### src/hdl/dcc_pkg.sv
// Shared types, constants and lookup tables for the day-count to calendar-date converter.
package dcc_pkg;

    localparam int DAY_W   = 22;
    localparam int MS_W    = 27;
    localparam int YEAR_W  = 14;
    localparam int DOY_W   = 9;
    localparam int IN_W    = 56;
    localparam int OUT_W   = 56;

    localparam logic [MS_W-1:0] MS_DAY_MAX = 27'd86399999;

    typedef logic [3:0] step_t;

    // Step schedule: date lane splits 400y/100y/4y/1y spans, time lane splits h/m/s.
    localparam step_t STEP_N100    = 4'd3;
    localparam step_t STEP_N4_HI   = 4'd4;
    localparam step_t STEP_N4_LO   = 4'd6;
    localparam step_t STEP_N1      = 4'd7;
    localparam step_t STEP_DATE_END = 4'd8;
    localparam step_t STEP_MIN_HI  = 4'd3;
    localparam step_t STEP_SEC_HI  = 4'd6;
    localparam step_t STEP_LAST    = 4'd8;

    typedef enum logic [1:0] {
        ST_IDLE,
        ST_RUN,
        ST_FINISH
    } state_t;

    typedef struct packed {
        logic  load;
        logic  step_en;
        step_t step;
        logic  finish;
    } cmd_t;

    // Date lane divisor for each radix-4 step
    function automatic logic [DAY_W-1:0] date_div(input step_t s);
        logic [DAY_W-1:0] d;
        case (s)
            4'd0:    d = 22'd2337552;
            4'd1:    d = 22'd584388;
            4'd2:    d = 22'd146097;
            4'd3:    d = 22'd36524;
            4'd4:    d = 22'd23376;
            4'd5:    d = 22'd5844;
            4'd6:    d = 22'd1461;
            4'd7:    d = 22'd365;
            default: d = '0;
        endcase
        return d;
    endfunction

    // Time lane divisor for each radix-4 step
    function automatic logic [MS_W-2:0] time_div(input step_t s);
        logic [MS_W-2:0] d;
        case (s)
            4'd0:    d = 26'd57600000;
            4'd1:    d = 26'd14400000;
            4'd2:    d = 26'd3600000;
            4'd3:    d = 26'd960000;
            4'd4:    d = 26'd240000;
            4'd5:    d = 26'd60000;
            4'd6:    d = 26'd16000;
            4'd7:    d = 26'd4000;
            4'd8:    d = 26'd1000;
            default: d = '0;
        endcase
        return d;
    endfunction

    // Years per unit quotient digit of each date step
    function automatic logic [12:0] year_weight(input step_t s);
        logic [12:0] w;
        case (s)
            4'd0:    w = 13'd6400;
            4'd1:    w = 13'd1600;
            4'd2:    w = 13'd400;
            4'd3:    w = 13'd100;
            4'd4:    w = 13'd64;
            4'd5:    w = 13'd16;
            4'd6:    w = 13'd4;
            4'd7:    w = 13'd1;
            default: w = '0;
        endcase
        return w;
    endfunction

    // First zero-based day of year of month idx (0 = January)
    function automatic logic [DOY_W-1:0] month_start(input logic leap, input logic [3:0] idx);
        logic [DOY_W-1:0] v;
        case (idx)
            4'd0:    v = 9'd0;
            4'd1:    v = 9'd31;
            4'd2:    v = 9'd59;
            4'd3:    v = 9'd90;
            4'd4:    v = 9'd120;
            4'd5:    v = 9'd151;
            4'd6:    v = 9'd181;
            4'd7:    v = 9'd212;
            4'd8:    v = 9'd243;
            4'd9:    v = 9'd273;
            4'd10:   v = 9'd304;
            4'd11:   v = 9'd334;
            default: v = '0;
        endcase
        if (leap && (idx >= 4'd2) && (idx <= 4'd11))
        begin
            v = v + 9'd1;
        end
        return v;
    endfunction

endpackage

### src/hdl/day_count_to_calendar_date.sv
// Top level: converts a day count and milliseconds of day to calendar date and time of day.
//
//  channel  dir  handshake            payload
//  s_*      in   s_tvalid / s_tready  s_tdata: day_number, ms_in_day
//  m_*      out  m_tvalid / m_tready  m_tdata: year .. millisecond
//
// One conversion runs from input transfer to result valid as nine radix-4
// divide steps by constants (date and time lanes in parallel), then a month lookup
// that loads the result register. A new input is taken once the previous item has
// moved into the result register; the block does not overlap two conversions.
// The result register holds while m_tvalid=1 and m_tready=0; that stalls only the finish.
// Reset clears the controller and the result valid flag; the datapath needs none.
module day_count_to_calendar_date
    import dcc_pkg::*;
(
    input  logic             clk,
    input  logic             rst_n,
    input  logic             s_tvalid,
    output logic             s_tready,
    input  logic [IN_W-1:0]  s_tdata,  // day_number[21:0], ms_in_day[48:22], zero pad
    output logic             m_tvalid,
    input  logic             m_tready,
    output logic [OUT_W-1:0] m_tdata   // year[13:0], month[17:14], day_of_month[22:18],
                                       // hour[27:23], minute[33:28], second[39:34],
                                       // millisecond[49:40], zero pad
);

    cmd_t cmd;

    dcc_ctrl u_ctrl (
        .clk      (clk),
        .rst_n    (rst_n),
        .s_tvalid (s_tvalid),
        .s_tready (s_tready),
        .m_tvalid (m_tvalid),
        .m_tready (m_tready),
        .cmd      (cmd)
    );

    dcc_dp u_dp (
        .clk      (clk),
        .cmd      (cmd),
        .in_data  (s_tdata),
        .out_data (m_tdata)
    );

endmodule

### src/hdl/dcc_ctrl.sv
// Controller state machine: sequences the divide steps and owns the result valid flag.
module dcc_ctrl
    import dcc_pkg::*;
(
    input  logic clk,
    input  logic rst_n,
    input  logic s_tvalid,
    output logic s_tready,
    output logic m_tvalid,
    input  logic m_tready,
    output cmd_t cmd
);

    state_t state_reg, state_next;
    step_t  step_reg, step_next;
    logic   out_valid_reg, out_valid_next;
    logic   out_free;

    assign out_free = !out_valid_reg || m_tready;

    always_ff @(posedge clk or negedge rst_n)
    begin
        if (!rst_n)
        begin
            state_reg     <= ST_IDLE;
            step_reg      <= '0;
            out_valid_reg <= 1'b0;
        end
        else
        begin
            state_reg     <= state_next;
            step_reg      <= step_next;
            out_valid_reg <= out_valid_next;
        end
    end

    always_comb
    begin
        state_next = state_reg;
        step_next  = step_reg;
        case (state_reg)
            ST_IDLE:
            begin
                step_next = '0;
                if (s_tvalid)
                begin
                    state_next = ST_RUN;
                end
            end
            ST_RUN:
            begin
                step_next = step_reg + 4'd1;
                if (step_reg == STEP_LAST)
                begin
                    state_next = ST_FINISH;
                end
            end
            ST_FINISH:
            begin
                if (out_free)
                begin
                    state_next = ST_IDLE;
                end
            end
            default:
            begin
                state_next = ST_IDLE;
            end
        endcase
    end

    always_comb
    begin
        cmd            = '0;
        cmd.step       = step_reg;
        s_tready       = 1'b0;
        out_valid_next = out_valid_reg && !m_tready;
        case (state_reg)
            ST_IDLE:
            begin
                s_tready = 1'b1;
                cmd.load = s_tvalid;
            end
            ST_RUN:
            begin
                cmd.step_en = 1'b1;
            end
            ST_FINISH:
            begin
                if (out_free)
                begin
                    cmd.finish     = 1'b1;
                    out_valid_next = 1'b1;
                end
            end
            default:
            begin
                cmd = '0;
            end
        endcase
    end

    assign m_tvalid = out_valid_reg;

endmodule

### src/hdl/dcc_dp.sv
// Datapath: radix-4 constant-divisor lanes for date and time, month lookup, result register.
module dcc_dp
    import dcc_pkg::*;
(
    input  logic             clk,
    input  cmd_t             cmd,
    input  logic [IN_W-1:0]  in_data,
    output logic [OUT_W-1:0] out_data
);

    logic [DAY_W-1:0]  drem_reg, drem_next;
    logic [MS_W-1:0]   trem_reg, trem_next;
    logic [YEAR_W-1:0] year_reg, year_next;
    logic [1:0]        n100_reg, n100_next;
    logic [4:0]        n4_reg, n4_next;
    logic [1:0]        n1_reg, n1_next;
    logic [4:0]        hour_reg, hour_next;
    logic [5:0]        min_reg, min_next;
    logic [5:0]        sec_reg, sec_next;
    logic [OUT_W-1:0]  out_reg, out_next;

    logic [DAY_W+1:0]  dd1, dd2, dd3, dsub, drem_ext;
    logic [1:0]        ddig;
    logic [MS_W:0]     td1, td2, td3, tsub, trem_ext;
    logic [1:0]        tdig;
    logic [12:0]       yw;
    logic [YEAR_W-1:0] yadd;
    logic              date_en;
    logic [MS_W-1:0]   ms_in;

    logic              leap;
    logic [DOY_W-1:0]  doy, mstart;
    logic [3:0]        midx;
    logic [4:0]        dom;

    // Date lane digit
    always_comb
    begin
        dd1      = {2'b00, date_div(cmd.step)};
        dd2      = {dd1[DAY_W:0], 1'b0};
        dd3      = dd1 + dd2;
        drem_ext = {2'b00, drem_reg};
        if (drem_ext >= dd3)
        begin
            ddig = 2'd3;
            dsub = dd3;
        end
        else if (drem_ext >= dd2)
        begin
            ddig = 2'd2;
            dsub = dd2;
        end
        else if (drem_ext >= dd1)
        begin
            ddig = 2'd1;
            dsub = dd1;
        end
        else
        begin
            ddig = 2'd0;
            dsub = '0;
        end
    end

    // Time lane digit
    always_comb
    begin
        td1      = {2'b00, time_div(cmd.step)};
        td2      = {td1[MS_W-1:0], 1'b0};
        td3      = td1 + td2;
        trem_ext = {1'b0, trem_reg};
        if (trem_ext >= td3)
        begin
            tdig = 2'd3;
            tsub = td3;
        end
        else if (trem_ext >= td2)
        begin
            tdig = 2'd2;
            tsub = td2;
        end
        else if (trem_ext >= td1)
        begin
            tdig = 2'd1;
            tsub = td1;
        end
        else
        begin
            tdig = 2'd0;
            tsub = '0;
        end
    end

    always_comb
    begin
        yw = year_weight(cmd.step);
        case (ddig)
            2'd0:    yadd = '0;
            2'd1:    yadd = {1'b0, yw};
            2'd2:    yadd = {yw, 1'b0};
            2'd3:    yadd = {1'b0, yw} + {yw, 1'b0};
            default: yadd = '0;
        endcase
    end

    assign date_en = cmd.step < STEP_DATE_END;
    assign ms_in   = (in_data[DAY_W+MS_W-1:DAY_W] > MS_DAY_MAX) ?
                     MS_DAY_MAX : in_data[DAY_W+MS_W-1:DAY_W];

    // Leap year from the span split: year-1 ends in 3 mod 4, not 99 mod 100 unless 399 mod 400
    assign leap = (n1_reg == 2'd3) && ((n4_reg != 5'd24) || (n100_reg == 2'd3));
    assign doy  = drem_reg[DOY_W-1:0];

    always_comb
    begin
        midx = '0;
        for (int m = 1; m < 12; m++)
        begin
            if (doy >= month_start(leap, 4'(m)))
            begin
                midx = 4'(m);
            end
        end
        mstart = month_start(leap, midx);
        dom    = 5'(doy - mstart) + 5'd1;
    end

    always_comb
    begin
        drem_next = drem_reg;
        trem_next = trem_reg;
        year_next = year_reg;
        n100_next = n100_reg;
        n4_next   = n4_reg;
        n1_next   = n1_reg;
        hour_next = hour_reg;
        min_next  = min_reg;
        sec_next  = sec_reg;
        out_next  = out_reg;
        if (cmd.load)
        begin
            drem_next = in_data[DAY_W-1:0];
            trem_next = ms_in;
            year_next = 14'd1;
        end
        if (cmd.step_en)
        begin
            if (date_en)
            begin
                drem_next = DAY_W'(drem_ext - dsub);
                year_next = year_reg + yadd;
                if (cmd.step == STEP_N100)
                begin
                    n100_next = ddig;
                end
                if ((cmd.step >= STEP_N4_HI) && (cmd.step <= STEP_N4_LO))
                begin
                    n4_next = {n4_reg[2:0], ddig};
                end
                if (cmd.step == STEP_N1)
                begin
                    n1_next = ddig;
                end
            end
            trem_next = MS_W'(trem_ext - tsub);
            if (cmd.step < STEP_MIN_HI)
            begin
                hour_next = {hour_reg[2:0], tdig};
            end
            else if (cmd.step < STEP_SEC_HI)
            begin
                min_next = {min_reg[3:0], tdig};
            end
            else
            begin
                sec_next = {sec_reg[3:0], tdig};
            end
        end
        if (cmd.finish)
        begin
            out_next = {6'd0, trem_reg[9:0], sec_reg, min_reg, hour_reg, dom,
                        midx + 4'd1, year_reg};
        end
    end

    always_ff @(posedge clk)
    begin
        drem_reg <= drem_next;
        trem_reg <= trem_next;
        year_reg <= year_next;
        n100_reg <= n100_next;
        n4_reg   <= n4_next;
        n1_reg   <= n1_next;
        hour_reg <= hour_next;
        min_reg  <= min_next;
        sec_reg  <= sec_next;
        out_reg  <= out_next;
    end

    assign out_data = out_reg;

endmodule
### config.mk
export PLATFORM = sky130hd
export DESIGN_NAME = day_count_to_calendar_date
export DESIGN_NICKNAME = d
export VERILOG_FILES = /design/src/hdl/dcc_pkg.sv /design/src/hdl/day_count_to_calendar_date.sv /design/src/hdl/dcc_ctrl.sv /design/src/hdl/dcc_dp.sv
export SDC_FILE = /design/constraint.sdc
export NUM_CORES = 1
export LEC_CHECK = 0
export BUFFER_PORTS_ARGS = -buffer_cell sky130_fd_sc_hd__buf_2
export CORE_UTILIZATION = 40
export CTS_BUF_LIST = sky130_fd_sc_hd__clkbuf_4 sky130_fd_sc_hd__clkbuf_8
export CTS_CLUSTER_SIZE = 30
export DETAILED_ROUTE_END_ITERATION = 7
export PLACE_DENSITY = 0.6
export SLEW_MARGIN = 20
export SYNTH_ARGS = -nofsm -noshare
export SYNTH_HDL_FRONTEND = slang
export SYNTH_SLANG_ARGS = --single-unit
### constraint.sdc
create_clock -name clk -period 8.2 [get_ports clk]
set_input_delay 0.82 -clock clk [delete_from_list [all_inputs] [get_ports clk]]
set_output_delay 0.82 -clock clk [all_outputs]
set_load 0.02 [all_outputs]
==> impl_metrics.json <==
{
  "status": "completed",
  "io_pins": 118,
  "cts_tree": "built",
  "critical-path-top-delay-family": "compound AO/OA/AOI/OAI gates",
  "fin_ws_ns": 0.358,
  "hold_class": "in -> async",
  "areaGrowthSynthToFinish_pct": 14.2,
  "chipHeight_um": 194,
  "rsz0062_at_grt": "yes",
  "place.gp.congestion": 0.935,
  "fin_crit_sh": 0.956,
  "dp_hpwl_um": 31600,
  "antenna_found_initial": 0,
  "track_usage": 0.218,
  "seq_area_frac_synth": 0.271,
  "drtIter0Drc": 843,
  "synth_top_cell_by_area": "ha_1",
  "cts_hold_buf": 0,
  "worstSetupPathType": "reg -> reg",
  "critical_path.max_fanout": 7,
  "yosysWarnings": 0,
  "r2r_start": "u_ctrl.state_reg[1]",
  "min_period_ns": 7.84,
  "synthTopCellsByArea": "ha_1 22%, edfxtp_1 21%, o21ai_0 5.2%, dfxtp_1 4.9%, nand2_1 4.2%",
  "post_drt_wl_per_cell_um": 17.4,
  "clk_latency_ns": 0.51,
  "cpMaxStageDelayCell": "dfrtp_1",
  "grt_pass1_wl_um": 65500,
  "dp_slack_ns": 0.132,
  "num_rows": 69,
  "n_fill_cell": 3490,
  "synth.distinct_cells": 84,
  "start_util": 0.410,
  "largest_register_ffs": 50,
  "worst_pin_slew_ns": 0.987,
  "htree_levels": 4,
  "nNetsFinal": 2189,
  "die_w_um": 194,
  "clock.fmax_mhz": 128,
  "crit_buf_inv": 7,
  "clockBufferDepth": 2,
  "yosysTopAreaCellShare": 0.216,
  "final_antenna_net_count": 0,
  "drive_gt1_frac": 0.156,
  "numCtsBuffers": 17,
  "syn_inst": 1710,
  "clkSinkCount": 146,
  "critPathArrivalTime_ns": 8.09,
  "ys_async_sr_fraction": 0.0479,
  "worst_ep_required_time_ns": 8.45,
  "setup_viol": 0,
  "max_slew_margin": 0.337,
  "drc_errors": 0,
  "maxCapViolations": 0,
  "vias_per_cell": 5.62,
  "critPathLaunch": "u_ctrl.state_reg[1]",
  "io_buffers": 104,
  "dr_total_vias": 13200,
  "clk_pin_slew_ns": 0.11,
  "synth_edf_count": 103,
  "grt_max_degree": 64,
  "maxSlewViolCount": 0,
  "max_stage_delay_ns": 0.44,
  "final_hold_viol_count": 0,
  "synth.avg_cell_area_um2": 8.61,
  "cp-end-kind": "flip-flop",
  "gr-total-overflow": 0,
  "drt_pre_antenna_iters": 5,
  "start_kind": "flip-flop",
  "die_area_um2": 37600,
  "wl_um": 40700,
  "grt_pass1_vias": 12800,
  "core_area_um2": 35900,
  "syn-cell-area_um2": 14700,
  "crit_top_cell": "buf_4",
  "skew_ns": 0.0217,
  "cts_root_buf": "clkbuf_8",
  "synth_top_flop_cell": "edfxtp_1",
  "synth_seq_cells": 146
}
-- path summary, 6_finish.rpt --
kind / end / slack (ns) / cells past startpoint
max in group asynchronous: u_ctrl.step_reg[2] / 7.90 / 1
min in group clk: u_dp.out_data[38] / 0.41 / 0
hold / removal: u_ctrl.step_reg[2] / 0.13 / 1
setup / recovery: u_dp.trem_reg[25] / 0.36 / 42
setup reg to reg: u_dp.trem_reg[25] / 0.36 / 42
hold reg to reg: u_dp.out_data[38] / 0.41 / 0
-- worst register-to-register path, delay by kind of cell, from the launching register on --
family | cells | cell delay (ns)
simple gates | 10 | 1.70
flops | 1 | 0.44
xor+xnor | 2 | 0.33
fa+ha+maj | 4 | 1.09
buf+inv | 7 | 0.95
compound gates | 19 | 3.11
-- per-stage QoR --
stage | hold slack [ns] | util | area, µm² | cells | setup TNS [ns]
finish | 0.128 | 0.468 | 16800 | 2343 | 0
global route | 0.0978 | 0.468 | 16800 | 2342 | -0.106
CTS | 0.0914 | 0.463 | 16600 | 2336 | 0
detailed placement | 0.406 | 0.452 | 16200 | 2304 | 0
global placement | 0.401 | 0.452 | 16200 | 2304 | 0
floorplan | 0.400 | - | 14700 | 1715 | 0
-- final cells by class --
type | count | area [µm²] | share of cell area
timing repair buffer | 197 | 1230 | 0.0734
tap | 461 | 577 | 0.0343
sequential | 146 | 3990 | 0.237
inverter | 97 | 364 | 0.0217
multi-input combinational | 1409 | 10300 | 0.610
clock inverter | 15 | 160 | 0.00952
clock buffer | 17 | 234 | 0.0139
antenna | 1 | 2.50 | 0.000149
-- Yosys cell counts, drive strengths merged, types with 33 or more instances --
library cell,count
a21o,71
a21oi,117
clkbuf,43
dfxtp,36
edfxtp,103
ha,254
inv,96
nand2,169
nand3,53
nor2,103
nor3,33
o21ai,163
xnor2,52
xor2,38
-- layout by cell type (no fill, tap or decap), drive strengths merged, types with 25 or more instances in the layout --
master	Yosys	final
ha	254	254
buf	20	197
nand2	169	169
o21ai	163	163
a21oi	117	117
inv	96	107
edfxtp	103	103
nor2	103	103
a21o	71	71
nand3	53	53
xnor2	52	52
xor2	38	38
dfxtp	36	36
nor3	33	33
a31oi	27	27
nand2b	26	26
o21a	25	25
o22ai	25	25
-- what timing repair did --
action,in CTS,in global routing
endpoints found under the setup margin,0,21
endpoints found under the hold margin,0,0
buffers inserted,0,6
gates resized for setup,0,45
-- logic make-up after synthesis --
family / share of synthesized area
adders and majority gates: 0.225
DFF: 0.271
buffers and inverters: 0.0439
muxes: 0.00935
xor gates and xnor gates: 0.0536
AOI/OAI and AO/OA: 0.234
other: 0.000255
and+or+nand+nor: 0.163
-- metal layers --
| layer | share of wire | global-route usage |
|---|---|---|
| met4 | 0.030 | 0.0776 |
| met2 | 0.46 | 0.360 |
| met1 | 0.47 | 0.287 |
| met3 | 0.040 | 0.0339 |
| met5 | 0 | 0 |
Power is not shown: default switching activity piles up to over one toggle a cycle in this logic, so the estimate is an artifact.
